$ cat config.mk
export PLATFORM = sky130hd
export DESIGN_NAME = bsa_div
export DESIGN_NICKNAME = d
export VERILOG_FILES = /design/src/rtl/assert_macros.svh /design/src/rtl/bsa_pkg.sv /design/src/rtl/bsa_div.sv
export SDC_FILE = /design/constraint.sdc
export NUM_CORES = 1
export LEC_CHECK = 0
export ABC_AREA = 1
export BUFFER_PORTS_ARGS = -buffer_cell sky130_fd_sc_hd__clkbuf_2
export CORE_MARGIN = 2
export CORE_UTILIZATION = 40
export DETAILED_ROUTE_END_ITERATION = 6
export SLEW_MARGIN = 10
export SYNTH_ARGS = -nofsm -noshare
export SYNTH_HDL_FRONTEND = slang
export SYNTH_SLANG_ARGS = --single-unit
$ cat constraint.sdc
create_clock -name clk -period 5.05 [get_ports clk]
set_input_delay 1.01 -clock clk [delete_from_list [all_inputs] [get_ports clk]]
set_output_delay 1.01 -clock clk [all_outputs]
set_load 0.005 [all_outputs]
$ cat src/rtl/assert_macros.svh
// assertion macros shared by the allocator rtl
`ifndef ASSERT_MACROS_SVH
`define ASSERT_MACROS_SVH

// property must hold at every clock edge outside reset
`define BSA_ASSERT(label, clk, rstn, prop) \
  label: assert property (@(posedge clk) disable iff (!rstn) prop) \
    else $error("allocator assertion failed");

// expression must never be true outside reset
`define BSA_NEVER(label, clk, rstn, expr) \
  label: assert property (@(posedge clk) disable iff (!rstn) !(expr)) \
    else $error("allocator forbidden condition seen");

`endif

$ cat src/rtl/bsa_pkg.sv
// shared types and constants of the bitmap slot allocator
`timescale 1ns / 1ps
`default_nettype none
package bsa_pkg;

  localparam int DIV_DW = 24;
  localparam int DIV_VW = 13;
  localparam int DIV_CW = 5;

  localparam logic [1:0] FUNC_ALLOC = 2'd0;
  localparam logic [1:0] FUNC_FREE  = 2'd1;
  localparam logic [1:0] FUNC_INIT  = 2'd2;

  localparam logic [1:0] ST_DONE   = 2'd0;
  localparam logic [1:0] ST_NOROOM = 2'd1;
  localparam logic [1:0] ST_BAD    = 2'd2;

  localparam logic CFG_IDX_COUNT = 1'b0;
  localparam logic CFG_IDX_BYTES = 1'b1;

  typedef struct packed {
    logic              start;
    logic [DIV_DW-1:0] dividend;
    logic [DIV_VW-1:0] divisor;
  } div_req_t;

  typedef struct packed {
    logic              done;
    logic [DIV_DW-1:0] quot;
  } div_rsp_t;

endpackage
`default_nettype wire

$ cat src/rtl/bsa_div.sv
// iterative restoring divider, one quotient bit per cycle
`timescale 1ns / 1ps
`default_nettype none
module bsa_div (
  input  wire logic              clk,
  input  wire logic              rst_n,
  input  wire bsa_pkg::div_req_t req,
  output bsa_pkg::div_rsp_t      rsp
);

  logic                           busy_r, busy_nxt;
  logic                           done_r, done_nxt;
  logic [bsa_pkg::DIV_CW-1:0]     cnt_r, cnt_nxt;
  logic [bsa_pkg::DIV_DW-1:0]     dvd_r, dvd_nxt;
  logic [bsa_pkg::DIV_VW-1:0]     rem_r, rem_nxt;
  logic [bsa_pkg::DIV_VW-1:0]     dvs_r, dvs_nxt;
  logic [bsa_pkg::DIV_VW:0]       rem_sh;
  logic [bsa_pkg::DIV_VW:0]       rem_sub;
  logic                           ge;

  always_comb begin
    rem_sh   = {rem_r, dvd_r[bsa_pkg::DIV_DW-1]};
    ge       = rem_sh >= {1'b0, dvs_r};
    rem_sub  = rem_sh - {1'b0, dvs_r};
    busy_nxt = busy_r;
    done_nxt = 1'b0;
    cnt_nxt  = cnt_r;
    dvd_nxt  = dvd_r;
    rem_nxt  = rem_r;
    dvs_nxt  = dvs_r;
    if (req.start) begin
      busy_nxt = 1'b1;
      cnt_nxt  = '0;
      dvd_nxt  = req.dividend;
      rem_nxt  = '0;
      dvs_nxt  = req.divisor;
    end else if (busy_r) begin
      dvd_nxt = {dvd_r[bsa_pkg::DIV_DW-2:0], ge};
      rem_nxt = ge ? rem_sub[bsa_pkg::DIV_VW-1:0] : rem_sh[bsa_pkg::DIV_VW-1:0];
      cnt_nxt = cnt_r + 1'b1;
      if (cnt_r == bsa_pkg::DIV_CW'(bsa_pkg::DIV_DW - 1)) begin
        busy_nxt = 1'b0;
        done_nxt = 1'b1;
      end
    end
  end

  always_ff @(posedge clk) begin
    if (!rst_n) begin
      busy_r <= 1'b0;
      done_r <= 1'b0;
    end else begin
      busy_r <= busy_nxt;
      done_r <= done_nxt;
    end
    cnt_r <= cnt_nxt;
    dvd_r <= dvd_nxt;
    rem_r <= rem_nxt;
    dvs_r <= dvs_nxt;
  end

  assign rsp.done = done_r;
  assign rsp.quot = dvd_r;

endmodule
`default_nettype wire

[Word level (Yosys, flattened, before mapping)]
Cells that the tools add are included.
W data, S select, Z words.
Storage, ports and cells
  register bits after elaboration: 57
  input port bits: 40
  output and inout bits: 25
  logic and storage cells: 21
Cells by class
  add/subtract/negate cells: 2
  $lt $le $gt $ge: 1
  equal/unequal tests: 1
  multiplexer cells: 7
  bitwise logic cells: 2
  reductions and logical operators: 2
Operators with widths (count)
  $mux W24: 2
  $ge A14 B13 Y1: 1
  $mux W13: 1
  $sub A13 B13 Y13: 1
  $add A5 B1 Y5 const B: 1
  $eq A5 B5 Y1 const B: 1
  $mux W1: 4
  $reduce_or A3 Y1: 1
  $not A1 Y1: 2
  $reduce_bool A2 Y1: 1

[Logic depth before layout (Yosys ltp)]
  word-level depth: 4
  mapped depth: 14
  mapped depth without buffers: 13

[Worst setup path before layout]
No wires, ideal clock.
  path type: input to register
  from: input port req[37] in the netlist's numbering
  to: register dvd_r[0] in the netlist's numbering, enable pin
  setup time: 0.383 ns
  data arrival time: 1.794 ns
  required time: 4.667 ns
  path slack: 2.873 ns
  cell stages on the path: 3
  path buffers: 1
  path through: buf_2 nor2_1 inv_1
On the way
  cells in the longest elaborated chain, start to end: 1
Ends and longest elaborated chain
  start, declared: RTL line bsa_div.sv:7  | input wire bsa_pkg::div_req_t req,
  $reduce_bool A2 Y1 (no source line)
  end signal, assigned: RTL line bsa_div.sv:57  | dvd_r <= dvd_nxt;
  end, declared: RTL line bsa_div.sv:14  | logic [bsa_pkg::DIV_DW-1:0] dvd_r, dvd_nxt;
Every way passes these cells.
A chain may end at the register's enable or synchronous reset.

[Worst setup path in the final report]
Ends and elaborated chain as after synthesis.

==> qor.yml <==
detailed_routing:
  drt-initial-drc-count: 144
  firstDrtPassIters: 4
  wirelength_mm: 7.053
  wire_per_inst_um: 11.91
  post-route-drc-count: 0
  ant_nets: 0
  post_drt_via_cell_ratio: 4.662
  vias: 2760
global_routing:
  globalRoute.totalOverflow: 0
  grt_pass1_vias: 2699
  antenna_found_initial: 0
  grt_use_total: 0.1757
  largest_net_degree_at_the_start_of_global_routing: 41
  grt_pass1_wl_mm: 12.14
synthesis:
  yosysWarningCount: 0
  post_synth_inst_count: 418
  synthDominantAreaCellType: "edfxtp_1"
  synthesis.area_per_instance_um2: 7.845
  synth_top_cells_by_area: "edfxtp_1 34%, nand2_1 19%, dfxtp_1 12%"
  synthDistinctLibCells: 32
  synth.yosys.seq_area_share: 0.4609
  synth.cell_area_mm2: 0.003279
  post-synth-top-area-fraction: 0.3388
  postSynthNetCount: 473
  synth-seq-cells: 57
cts:
  clock-sinks: 57
  postCtsSetupRepairBufs: 0
  worstSkewPairLatency_ns: 0.33
  clkSlewWorstSetupHoldPaths_ns: 0.06
  number_of_buffers_added_to_fix_hold_violations_after_cts: 0
  clock_tree.htree_level_count: 3
  cts_inserted_buffers: 9
  cts_tree: "yes"
  ctsRootBufferMaster: "clkbuf_8"
  clock_tree.buffer_depth: 2
  post_cts_gate_resize_count: 0
die:
  die_area_mm2: 0.008939
  die_w_um: 94.55
  rows: 33
  floorplan.initialDensity: 0.4052
  core_area_mm2: 0.008093
  die_h_um: 94.55
  ioPinCount: 65
critical_path:
  critical_path_arrival_ns: 2.40
  timing_worst_setup_path_type: "input pin to flip-flop"
  cp_data_required_time_ns: 4.94
  start_kind: "input pin"
  path_delay_family: "buffers and inverters"
  cp_cell_sequence: "clkbuf_2 -> nor2_1 -> inv_1"
  path_max_fanout: 29
  cp_slowest_cell: "inv_1"
  cp_slowest_stage_delay_ns: 0.70
  cp-end-kind: "flip-flop"
  critPathBufInv: 2
power:
  power_density_mw_per_mm2: 296.4
  p_leak_nw: 2.022
  vdd.ir_drop.worst_v: 0.0001658
timing:
  fin_hold_ws_ns: 0.4741
  final_max_slew_viol_count: 0
  min_period_ns: 2.510
  hold_viol: 0
  final.setup.tns_ns: 0
  clock_skew_ns: 0.004447
  setup_viol: 0
  rsz0062_at_grt: "false"
  worstMarginPinSlew_ns: 1.078
  achievable-frequency_ghz: 0.3985
  timing.final.crit_share: 0.4970
  max_slew_margin: 0.2804
cells_and_area:
  layout.cells.most_common_list: "165 x nand2_1, 65 x inv_1, 64 x clkbuf_2"
  most_common_cell_after_layout_fill_and_taps_aside: "nand2_1"
  diodes: 0
  layout.cell_area.non_filler_mm2: 0.003875
  drive_gt1_frac: 0.2136
  synthToLayoutAreaGrowth_pct: 18.16
  final_net_count: 537
run:
  max-cap-violations: 0
place:
  cell_area_placed_mm2: 0.003665
  half_perimeter_wire_length_after_detailed_placement_mm: 5.332
  gpl.final_weighted_congestion: 0.8814
  io_buffers: 64
worst_hold_path:
  min_path_type: "flip-flop to flip-flop"
outcome:
  run_status: "finished, final reports clean"
[cells by family after synthesis]
family,count (synthesis),synth area share
AND/OR/NAND/NOR,245,0.3350
buffers and inverters,81,0.1026
adder cells (fa/ha/maj),15,0.05952
AO/OA/AOI/OAI,15,0.02862
flip-flops,57,0.4609
XOR/XNOR,5,0.01336
[worst register-to-register path, stage by stage (launching register included)]
cell	delay (ns)
edfxtp_1	0.39
inv_1	0.10
ha_1	0.14
inv_1	0.07
fa_1	0.45
nand2_1	0.10
nand2_1	0.05
nand3_1	0.07
nand2_1	0.10
nand2_2	0.26
nand3_4	0.27
nand2_1	0.15
nand2_1	0.06
[flip-flops by register name (all words and copies together), names as in the netlist]
| register | flops |
|---|---|
| cnt_r | 5 |
| dvd_r | 24 |
| busy_r | 1 |
| done_r | 1 |
| rem_r | 13 |
| dvs_r | 13 |
[power breakdown]
part	internal, W	total [W]	switching (W)
logic	0.0000571	0.000144	0.0000865
registers	0.000535	0.000552	0.0000174
clock network	0.000275	0.000453	0.000178
[Yosys cell counts, drive strengths merged]
cell type	instances
nand2	171
inv	67
edfxtp	37
nand3	34
dfxtp	20
nand4	20
nor2	18
ha	14
buf	9
o21ai	7
a21oi	6
clkbuf	4
xnor2	3
nor3	2
xor2	2
a31oi	1
clkinv	1
fa	1
o211ai	1
[worst paths after layout]
kind	from	end	slack (ns)	depth (start not counted)
min	cnt_r[4]	cnt_r[4]	0.47	1
min reg2reg	cnt_r[4]	cnt_r[4]	0.47	1
max	req[37]	dvd_r[0]	2.54	3
max reg2reg	dvd_r[23]	dvd_r[0]	2.60	12
[stage by stage]
step	total power (W)	setup WS, ns	utilization	instances
after detailed placement	0.0007061	2.185	0.4528	576
after CTS	0.001161	2.502	0.4788	592
after floorplan	0.0006460	2.873	-	418
after global routing	0.001205	2.297	0.4788	592
after global placement	0.0007058	2.217	0.4528	576
final	0.001148	2.540	0.4788	592
[routing by layer]
metal / GRT usage / part of all wire / up-vias
met4: 0.06522 / 0.010 / 0
met5: 0 / 0 / -
met3: 0.03911 / 0.047 / 7
met1: 0.2402 / 0.50 / 1236
met2: 0.2732 / 0.44 / 60
li1: - / - / 1457
[layout make-up]
class / instances / area (um^2)
Sequential cell: 57 / 1511
Clock buffer: 10 / 127.6
Tap cell: 105 / 131.4
Timing Repair Buffer: 66 / 335.3
Clock inverter: 6 / 82.58
Inverter: 68 / 255.2
Multi-Input combinational cell: 280 / 1431
Fill cell: 837 / 4218
Note: power is estimated with default switching activity, not from simulation.
